[src/hdl/ctl_pkg.sv]
// Package for the C token lexer: token codes, character classes and operator tables.
`default_nettype none
package ctl_pkg;

	localparam int KW_COUNT = 32;

	// Token codes
	localparam logic [6:0] K_IDENT      = 7'd32;
	localparam logic [6:0] K_NUMBER     = 7'd33;
	localparam logic [6:0] K_STRING     = 7'd34;
	localparam logic [6:0] K_ELLIPSIS   = 7'd68;
	localparam logic [6:0] K_END        = 7'd69;
	localparam logic [6:0] K_ERR_CHAR   = 7'd70;
	localparam logic [6:0] K_ERR_STRING = 7'd71;
	localparam logic [6:0] K_ERR_DOT    = 7'd72;

	localparam logic [7:0] CH_NUL   = 8'h00;
	localparam logic [7:0] CH_DOT   = 8'h2E;
	localparam logic [7:0] CH_QUOTE = 8'h22;
	localparam logic [7:0] CH_UNDER = 8'h5F;

	// Keyword spellings, right-justified and zero padded, in token code order
	localparam logic [63:0] KW_TEXT [KW_COUNT] = '{
		64'("sizeof"), 64'("case"), 64'("default"), 64'("if"),
		64'("else"), 64'("switch"), 64'("for"), 64'("while"),
		64'("do"), 64'("goto"), 64'("continue"), 64'("break"),
		64'("return"), 64'("void"), 64'("char"), 64'("short"),
		64'("int"), 64'("long"), 64'("float"), 64'("double"),
		64'("signed"), 64'("unsigned"), 64'("struct"), 64'("union"),
		64'("enum"), 64'("auto"), 64'("register"), 64'("static"),
		64'("extern"), 64'("typedef"), 64'("const"), 64'("volatile")
	};

	// Lexer modes, one-hot
	typedef enum logic [6:0] {
		M_IDLE   = 7'b0000001,
		M_IDENT  = 7'b0000010,
		M_NUMBER = 7'b0000100,
		M_STRING = 7'b0001000,
		M_OP     = 7'b0010000,
		M_DOT1   = 7'b0100000,
		M_DOT2   = 7'b1000000
	} lex_mode_t;

	typedef struct packed {
		logic       hit;
		logic [6:0] code;
	} single_t;

	typedef struct packed {
		logic       hit;
		logic [6:0] code;
		logic [7:0] n1;
		logic [6:0] c1;
		logic [7:0] n2;
		logic [6:0] c2;
	} pair_t;

	function automatic logic is_space(input logic [7:0] c);
		return (c == 8'h20) || (c inside {[8'd9:8'd13]});
	endfunction

	function automatic logic is_digit(input logic [7:0] c);
		return c inside {["0":"9"]};
	endfunction

	function automatic logic is_alpha(input logic [7:0] c);
		return (c inside {["a":"z"]}) || (c inside {["A":"Z"]}) || (c == CH_UNDER);
	endfunction

	// Single-character punctuators
	function automatic single_t single_lookup(input logic [7:0] c);
		single_t r;
		r.hit = 1'b1;
		case (c)
			"(":     r.code = 7'd35;
			")":     r.code = 7'd36;
			"[":     r.code = 7'd37;
			"]":     r.code = 7'd38;
			"~":     r.code = 7'd39;
			"*":     r.code = 7'd40;
			"/":     r.code = 7'd41;
			"%":     r.code = 7'd42;
			"^":     r.code = 7'd53;
			"?":     r.code = 7'd58;
			":":     r.code = 7'd59;
			",":     r.code = 7'd64;
			"{":     r.code = 7'd65;
			"}":     r.code = 7'd66;
			";":     r.code = 7'd67;
			default: begin
				r.hit  = 1'b0;
				r.code = K_ERR_CHAR;
			end
		endcase
		return r;
	endfunction

	// Characters that may start a two-character operator
	function automatic pair_t pair_lookup(input logic [7:0] c);
		pair_t r;
		r = '{hit: 1'b1, code: 7'd0, n1: 8'd0, c1: 7'd0, n2: CH_NUL, c2: 7'd0};
		case (c)
			"+":     r = '{1'b1, 7'd43, "+", 7'd44, CH_NUL, 7'd0};
			"-":     r = '{1'b1, 7'd45, "-", 7'd46, CH_NUL, 7'd0};
			"<":     r = '{1'b1, 7'd47, "=", 7'd48, "<", 7'd49};
			">":     r = '{1'b1, 7'd50, "=", 7'd51, ">", 7'd52};
			"&":     r = '{1'b1, 7'd54, "&", 7'd55, CH_NUL, 7'd0};
			"|":     r = '{1'b1, 7'd56, "|", 7'd57, CH_NUL, 7'd0};
			"!":     r = '{1'b1, 7'd60, "=", 7'd61, CH_NUL, 7'd0};
			"=":     r = '{1'b1, 7'd62, "=", 7'd63, CH_NUL, 7'd0};
			default: r.hit = 1'b0;
		endcase
		return r;
	endfunction

endpackage
`default_nettype wire

[src/hdl/c_token_lexer_unit.sv]
// Top level of the C token lexer: byte input channel, token result channel.
// Usage:
//   Source bytes enter on char_code/char_valid/char_ready, one per transfer.
//   Byte 0 ends a text: a token in progress is closed, an end token follows,
//   and the byte offset restarts at 0 for the next text.
//   Tokens leave on token_kind/start_offset/token_length/last_in_run with
//   token_valid/token_ready. last_in_run marks the final token of one byte.
// Output: the first token caused by a byte is presented the cycle after that
//   byte's transfer. One byte causes 0 to 3 tokens.
// Throughput: one byte per cycle while each byte yields at most one token and
//   the receiver takes it. A byte with more tokens holds the input until the
//   last of them leaves the three-entry result buffer, which drains one token a cycle while the receiver takes them.
// Reset: arst_n clears the lexer state and the result buffer; the first byte
//   after reset is at offset 0.
// Stall: while the receiver holds token_ready low, the current token holds and
//   char_ready drops once the buffer cannot be reloaded.
// Offsets saturate at 2^OFFSET_WIDTH-1; output fields clamp at 2^32-1.
`default_nettype none
module c_token_lexer_unit
	import ctl_pkg::*;
#(
	parameter int OFFSET_WIDTH = 32
)(
	input  wire logic        clk,
	input  wire logic        arst_n,
	input  wire logic [7:0]  char_code,
	input  wire logic        char_valid,
	output logic             char_ready,
	output logic      [6:0]  token_kind,
	output logic      [31:0] start_offset,
	output logic      [31:0] token_length,
	output logic             last_in_run,
	output logic             token_valid,
	input  wire logic        token_ready
);

	localparam int W = OFFSET_WIDTH;

	// Lexer state
	lex_mode_t      mode_q, mode_d;
	logic [7:0]     pend_q, pend_d;
	logic [W-1:0]   ts_q, ts_d;
	logic [W-1:0]   pos_q, pos_d;
	logic [63:0]    kb_q, kb_d;
	logic           tl_q, tl_d;

	// Result buffer
	logic [6:0]     kind_q  [3];
	logic [31:0]    start_q [3];
	logic [31:0]    len_q   [3];
	logic [1:0]     hd_q;
	logic [1:0]     cnt_q;

	// Results of the current byte
	logic [6:0]     r_kind  [3];
	logic [W-1:0]   r_start [3];
	logic [W-1:0]   r_len   [3];
	logic [1:0]     r_n;

	logic [6:0]     id_kind;
	logic [W-1:0]   pos_inc, ts_inc, dif, dif_m1;
	logic           done;
	pair_t          pp, pc;
	single_t        sc;
	logic           in_xfer, out_xfer;

	function automatic logic [31:0] clamp32(input logic [W-1:0] v);
		logic [63:0] e;
		e = 64'(v);
		return (e[63:32] != 32'd0) ? 32'hFFFF_FFFF : e[31:0];
	endfunction

	ctl_kw_match u_kw (
		.chars    (kb_q),
		.too_long (tl_q),
		.kind     (id_kind)
	);

	assign in_xfer  = char_valid && char_ready;
	assign out_xfer = token_valid && token_ready;

	assign pos_inc = (pos_q == '1) ? pos_q : pos_q + W'(1);
	assign ts_inc  = (ts_q == '1) ? ts_q : ts_q + W'(1);
	assign dif     = (pos_q > ts_q) ? pos_q - ts_q : '0;
	assign dif_m1  = (dif != '0) ? dif - W'(1) : '0;
	assign pp      = pair_lookup(pend_q);
	assign pc      = pair_lookup(char_code);
	assign sc      = single_lookup(char_code);

	// Next state and results for one byte
	always_comb begin
		mode_d = mode_q;
		pend_d = pend_q;
		ts_d   = ts_q;
		kb_d   = kb_q;
		tl_d   = tl_q;
		pos_d  = pos_inc;
		done   = 1'b0;
		r_n    = 2'd0;
		for (int i = 0; i < 3; i++) begin
			r_kind[i]  = K_END;
			r_start[i] = '0;
			r_len[i]   = '0;
		end

		// Close or extend the token in progress
		case (mode_q)
			M_IDENT: begin
				if (is_alpha(char_code) || is_digit(char_code)) begin
					if (!tl_q && kb_q[63:56] != 8'd0) tl_d = 1'b1;
					else if (!tl_q) kb_d = {kb_q[55:0], char_code};
					done = 1'b1;
				end else begin
					r_kind[0] = id_kind; r_start[0] = ts_q; r_len[0] = dif;
					r_n = 2'd1;
					mode_d = M_IDLE;
				end
			end
			M_NUMBER: begin
				if (is_digit(char_code)) begin
					done = 1'b1;
				end else begin
					r_kind[0] = K_NUMBER; r_start[0] = ts_q; r_len[0] = dif;
					r_n = 2'd1;
					mode_d = M_IDLE;
				end
			end
			M_STRING: begin
				if (char_code == CH_QUOTE) begin
					r_kind[0] = K_STRING; r_start[0] = ts_inc; r_len[0] = dif_m1;
					r_n = 2'd1;
					mode_d = M_IDLE;
					done = 1'b1;
				end else if (char_code == CH_NUL) begin
					r_kind[0] = K_ERR_STRING; r_start[0] = ts_q; r_len[0] = dif;
					r_n = 2'd1;
					mode_d = M_IDLE;
				end else begin
					done = 1'b1;
				end
			end
			M_OP: begin
				if (pp.hit) begin
					r_start[0] = ts_q;
					r_n = 2'd1;
					if (char_code != CH_NUL && char_code == pp.n1) begin
						r_kind[0] = pp.c1; r_len[0] = W'(2); done = 1'b1;
					end else if (char_code != CH_NUL && char_code == pp.n2) begin
						r_kind[0] = pp.c2; r_len[0] = W'(2); done = 1'b1;
					end else begin
						r_kind[0] = pp.code; r_len[0] = W'(1);
					end
				end
				mode_d = M_IDLE;
			end
			M_DOT1: begin
				if (char_code == CH_DOT) begin
					mode_d = M_DOT2;
					done = 1'b1;
				end else begin
					r_kind[0] = K_ERR_DOT; r_start[0] = ts_q; r_len[0] = W'(1);
					r_n = 2'd1;
					mode_d = M_IDLE;
				end
			end
			M_DOT2: begin
				if (char_code == CH_DOT) begin
					r_kind[0] = K_ELLIPSIS; r_start[0] = ts_q; r_len[0] = W'(3);
					r_n = 2'd1;
					done = 1'b1;
				end else begin
					r_kind[0] = K_ERR_DOT; r_start[0] = ts_q;   r_len[0] = W'(2);
					r_kind[1] = K_ERR_DOT; r_start[1] = ts_inc; r_len[1] = W'(1);
					r_n = 2'd2;
				end
				mode_d = M_IDLE;
			end
			default: mode_d = M_IDLE;
		endcase

		// Lex the byte on its own
		if (!done) begin
			if (char_code == CH_NUL) begin
				r_kind[r_n] = K_END; r_start[r_n] = pos_q; r_len[r_n] = '0;
				r_n    = r_n + 2'd1;
				mode_d = M_IDLE;
				pend_d = 8'd0;
				ts_d   = '0;
				kb_d   = '0;
				tl_d   = 1'b0;
				pos_d  = '0;
			end else if (is_space(char_code)) begin
				mode_d = mode_d;
			end else if (is_alpha(char_code)) begin
				mode_d = M_IDENT;
				ts_d   = pos_q;
				kb_d   = {56'd0, char_code};
				tl_d   = 1'b0;
			end else if (is_digit(char_code)) begin
				mode_d = M_NUMBER;
				ts_d   = pos_q;
			end else if (char_code == CH_QUOTE) begin
				mode_d = M_STRING;
				ts_d   = pos_q;
			end else if (char_code == CH_DOT) begin
				mode_d = M_DOT1;
				ts_d   = pos_q;
			end else if (pc.hit) begin
				mode_d = M_OP;
				pend_d = char_code;
				ts_d   = pos_q;
			end else begin
				r_kind[r_n]  = sc.hit ? sc.code : K_ERR_CHAR;
				r_start[r_n] = pos_q;
				r_len[r_n]   = W'(1);
				r_n = r_n + 2'd1;
			end
		end
	end

	// Reload only when the buffer is empty or its last token leaves now
	assign char_ready = (cnt_q == 2'd0) || (cnt_q == 2'd1 && token_ready);

	// Lexer state registers
	always_ff @(posedge clk or negedge arst_n) begin
		if (!arst_n) begin
			mode_q <= M_IDLE;
			pend_q <= 8'd0;
			ts_q   <= '0;
			pos_q  <= '0;
			kb_q   <= '0;
			tl_q   <= 1'b0;
		end else if (in_xfer) begin
			mode_q <= mode_d;
			pend_q <= pend_d;
			ts_q   <= ts_d;
			pos_q  <= pos_d;
			kb_q   <= kb_d;
			tl_q   <= tl_d;
		end
	end

	// Result buffer control
	always_ff @(posedge clk or negedge arst_n) begin
		if (!arst_n) begin
			hd_q  <= 2'd0;
			cnt_q <= 2'd0;
		end else if (in_xfer) begin
			hd_q  <= 2'd0;
			cnt_q <= r_n;
		end else if (out_xfer) begin
			hd_q  <= hd_q + 2'd1;
			cnt_q <= cnt_q - 2'd1;
		end
	end

	// Result buffer payload
	always_ff @(posedge clk) begin
		if (in_xfer) begin
			for (int i = 0; i < 3; i++) begin
				kind_q[i]  <= r_kind[i];
				start_q[i] <= clamp32(r_start[i]);
				len_q[i]   <= clamp32(r_len[i]);
			end
		end
	end

	assign token_valid  = (cnt_q != 2'd0);
	assign token_kind   = kind_q[hd_q];
	assign start_offset = start_q[hd_q];
	assign token_length = len_q[hd_q];
	assign last_in_run  = (cnt_q == 2'd1);

	// Buffer never runs past its three entries
	a_buf_bound: assert property (@(posedge clk) disable iff (!arst_n)
		(cnt_q != 2'd0) |-> ({1'b0, hd_q} + {1'b0, cnt_q} <= 3'd3))
		else $error("result buffer index out of range");

	// No reload while more than one token is still waiting
	a_no_overrun: assert property (@(posedge clk) disable iff (!arst_n)
		(cnt_q > 2'd1) |-> !char_ready)
		else $error("input taken over pending tokens");

	// End of text restarts the offset and yields a final end token
	a_end_text: assert property (@(posedge clk) disable iff (!arst_n)
		(in_xfer && char_code == CH_NUL && !done) |=>
		(pos_q == '0 && token_valid && kind_q[cnt_q - 2'd1] == K_END))
		else $error("end of text not handled");

	// Buffer drains one token per transfer
	a_drain: assert property (@(posedge clk) disable iff (!arst_n)
		(out_xfer && !in_xfer) |=> (cnt_q == $past(cnt_q) - 2'd1))
		else $error("result buffer count slip");

endmodule
`default_nettype wire

[src/hdl/ctl_kw_match.sv]
// Keyword matcher: maps the packed identifier characters to a keyword or identifier code.
`default_nettype none
module ctl_kw_match
	import ctl_pkg::*;
(
	input  wire logic [63:0] chars,
	input  wire logic        too_long,
	output logic      [6:0]  kind
);

	// Parallel compare against all keywords; spellings are unique so at most one hits
	always_comb begin
		kind = K_IDENT;
		if (!too_long) begin
			for (int k = 0; k < KW_COUNT; k++) begin
				if (chars == KW_TEXT[k]) kind = 7'(k);
			end
		end
	end

endmodule
`default_nettype wire

[config.mk]
export PLATFORM = sky130hd
export DESIGN_NAME = c_token_lexer_unit
export DESIGN_NICKNAME = d
export VERILOG_FILES = /design/src/hdl/ctl_pkg.sv /design/src/hdl/c_token_lexer_unit.sv /design/src/hdl/ctl_kw_match.sv
export SDC_FILE = /design/constraint.sdc
export NUM_CORES = 1
export LEC_CHECK = 0
export BUFFER_PORTS_ARGS = -buffer_cell sky130_fd_sc_hd__buf_2
export CAP_MARGIN = 15
export CORE_ASPECT_RATIO = 1.5
export CORE_MARGIN = 10
export CORE_UTILIZATION = 50
export CTS_BUF_LIST = sky130_fd_sc_hd__clkbuf_16
export DETAILED_ROUTE_END_ITERATION = 10
export PLACE_DENSITY = 0.69
export SLEW_MARGIN = 25
export SYNTH_ARGS = -nofsm -noshare
export SYNTH_HDL_FRONTEND = slang
export SYNTH_SLANG_ARGS = --single-unit
[constraint.sdc]
create_clock -name clk -period 6.7 [get_ports clk]
set_input_delay 0.67 -clock clk [delete_from_list [all_inputs] [get_ports clk]]
set_output_delay 0.67 -clock clk [all_outputs]
set_load 0.02 [all_outputs]
==> flow_summary.json <==
{
  "syn-num-nets": 2477,
  "numPortBuffers": 85,
  "die_width_um": 186,
  "rsz0062_at_grt": "false",
  "syn_area_per_cell_um2": 8.55,
  "io_pins": 86,
  "cpPeakStageDelay_ns": 0.85,
  "relSlewSlack": 0.333,
  "fin_tns_setup_ns": 0,
  "tightest_slew_ns": 0.998,
  "nNetsFinal": 2471,
  "final.min_clock_period_ns": 5.75,
  "cp-start-kind": "register",
  "crit_chain": "inv_1 > ha_1 > inv_1 > fa_1 > a211oi_4 > o21ai_2 > a222oi_1 > nand2_1 > a31oi_1 > xnor2_1 > o41ai_1 > nand3b_1 > o21ai_2 > buf_4 > or2_0 > o221ai_1",
  "cp_slowest_cell": "o41ai_1",
  "antenna_found_initial": 2,
  "dpl.hpwl_mm": 52.5,
  "drv_cap": 0,
  "core_mm2": 0.0411,
  "clock-sinks": 299,
  "cts_tree": "yes",
  "via_per_inst": 6.37,
  "dr.pass1.iters": 6,
  "cts-root-buf": "clkbuf_16",
  "synth_fa_ha_area_frac": 0.0257,
  "required_ns": 7.00,
  "start_util": 0.504,
  "post-route-period-util": 0.858,
  "power-per-cell-area_mw_per_mm2": 431,
  "synth-compound-area-share": 0.197,
  "synth-async-reset-ratio": 0.495,
  "arrival_ns": 6.05,
  "path_class": "register to register",
  "muxShareOfSynthArea": 0.0275,
  "ir_worst_vdd_mv": 0.277,
  "routed-via-count": 19100,
  "layout-drive-gt1-share": 0.0860,
  "die_y_um": 269,
  "grt-ovfl-total": 0,
  "crit_path_end_kind": "register",
  "area_delta_synth_final_pct": 8.54,
  "synth_edf_count": 151,
  "clk_pin_slew_worst_paths_ns": 0.06,
  "finalWirelength_mm": 70.3,
  "multi_input_area_mm2": 0.0115,
  "grt_first_pass_wirelength_mm": 108,
  "syn_area_mm2": 0.0207,
  "yosys_warnings": 0,
  "fmax_ghz": 0.174,
  "hold_path_class": "input port to async pin",
  "finClkSkew_ns": 0.0210,
  "drtAntennaViolNets": 0,
  "power.leakage_uw": 0.00883,
  "drt_iter0_markers": 1830,
  "grt_pass1_vias": 18800,
  "ys.flop_type": "edfxtp_1",
  "path_max_fanout": 14,
  "final_cell_mix": "253 x nand2_1, 194 x nor2_1, 192 x o21ai_0",
  "fillers": 3844,
  "yosys.area_share.simple": 0.258,
  "grt_use_total": 0.273,
  "finalSetupViolCount": 0,
  "wl_per_cell_um": 23.4,
  "synth_xor_area_frac": 0.0469,
  "clkLatencyLatePin_ns": 0.59,
  "num_antenna_cells": 0,
  "htree_levels": 1,
  "hold_viol": 0,
  "cts_buffers": 30,
  "die_area_mm2": 0.0502,
  "ys_seq_area_frac": 0.398,
  "status": "completed",
  "finalMaxSlewViolations": 0,
  "grt_max_degree": 82,
  "post_cts_resized": 0,
  "remaining_drc_errors": 0,
  "postCtsHoldBufs": 0,
  "synth_cell_type_count": 94,
  "rows": 91,
  "max-clock-path-buffers": 3,
  "ys_ff_latch": 299,
  "place_congestion": 1.03,
  "cts_setup_buffers": 0,
  "worstRegToRegCells": 16,
  "synth_top_family_by_area": "simple AND/OR/NAND/NOR gates",
  "final_common_cell": "nand2_1",
  "fin_hold_ws_ns": 0.0997,
  "synthCells": 2423,
  "regArea_mm2": 0.00824
}
critical path: cells and delay by family, from the launching register on:
kind            cells  cell delay [ns]
compound gates      7             2.95
simple gates        3             0.73
flops               1             0.45
fa+ha+maj           2             0.66
xor+xnor            1             0.16
buf+inv             3             0.50
through the flow:
| stage | worst slack, ns | power, uW | cells | util | instance area [um2] |
|---|---|---|---|---|---|
| 2_1_floorplan | 1.92 | 6460 | 2423 | - | 20700 |
| 3_3_place_gp | 1.26 | 7980 | 2943 | 0.524 | 21500 |
| 3_5_place_dp | 1.10 | 8030 | 2943 | 0.524 | 21500 |
| 4_1_cts | 1.07 | 9680 | 2999 | 0.547 | 22500 |
| 5_1_grt | 0.670 | 10300 | 2999 | 0.547 | 22500 |
| 6_report | 0.953 | 9700 | 2999 | 0.547 | 22500 |
flip-flops by register name (all words and copies together) (netlist names), 2 cells and up:
signal / flops
cnt_q: 2
hd_q: 2
kb_q: 64
kind_q: 21
len_q: 34
mode_q: 7
pend_q: 8
pos_q: 32
start_q: 96
ts_q: 32
layout make-up:
cell class | count | area share
multi-input cells | 1866 | 0.513
flip-flops and latches | 299 | 0.366
clock buffers | 31 | 0.0345
well taps | 558 | 0.0310
repair buffers | 117 | 0.0300
inverters | 103 | 0.0174
clock inverters | 25 | 0.00768
synth_stat cells (15+ instances only):
cell | number | area [um2]
nand2_1 | 253 | 950
nor2_1 | 198 | 743
o21ai_0 | 192 | 961
edfxtp_1 | 151 | 4530
dfrtp_1 | 147 | 3680
clkbuf_1 | 135 | 507
nand3_1 | 122 | 611
a21oi_1 | 118 | 591
inv_1 | 102 | 383
xnor2_1 | 92 | 806
nor3_1 | 77 | 385
and3_1 | 70 | 438
a22o_1 | 68 | 596
and2_1 | 55 | 344
nand4_1 | 49 | 307
mux2i_1 | 48 | 480
nor4_1 | 43 | 269
ha_1 | 41 | 513
o22ai_1 | 28 | 175
nand2b_1 | 25 | 156
a31oi_1 | 24 | 150
nor2b_1 | 24 | 150
a21o_1 | 22 | 165
xor2_1 | 19 | 166
or3_1 | 17 | 106
nand3b_1 | 16 | 120
or2_2 | 15 | 93.8
per-layer routing:
metal  vias up  GRT usage  wire length [um]
met4         0      0.153              4350
li1       8894          -                 -
met1      9192      0.310             26100
met2       777      0.479             35700
met5         -          0                 0
met3       233     0.0326              4140
path summary, 6_finish.rpt:
| kind | startpoint | to | slack (ns) |
|---|---|---|---|
| worst max-delay path | pos_q[0] | len_q[0][4] | 0.95 |
| min in group clk | pend_q[5] | pend_q[5] | 0.50 |
| worst min-delay path | arst_n | kb_q[23] | 0.1 |
| worst max register to register | pos_q[0] | len_q[0][4] | 0.95 |
| worst min register to register | pend_q[5] | pend_q[5] | 0.50 |
| max in group asynchronous | arst_n | pos_q[0] | 5.42 |
cells by family after synthesis:
| kind of cell | count (synthesis) |
|---|---|
| AND/OR/NAND/NOR | 1041 |
| AO/OA/AOI/OAI | 616 |
| flip-flops | 299 |
| buffers and inverters | 258 |
| XOR/XNOR | 111 |
| multiplexers | 56 |
| adder cells (fa/ha/maj) | 42 |
power breakdown:
group / switching (uW) / internal, uW / total, uW
sequential: 468 / 2470 / 2940
clock: 725 / 909 / 1630
combinational: 3410 / 1730 / 5130
Power figures use the tool's default switching activity.
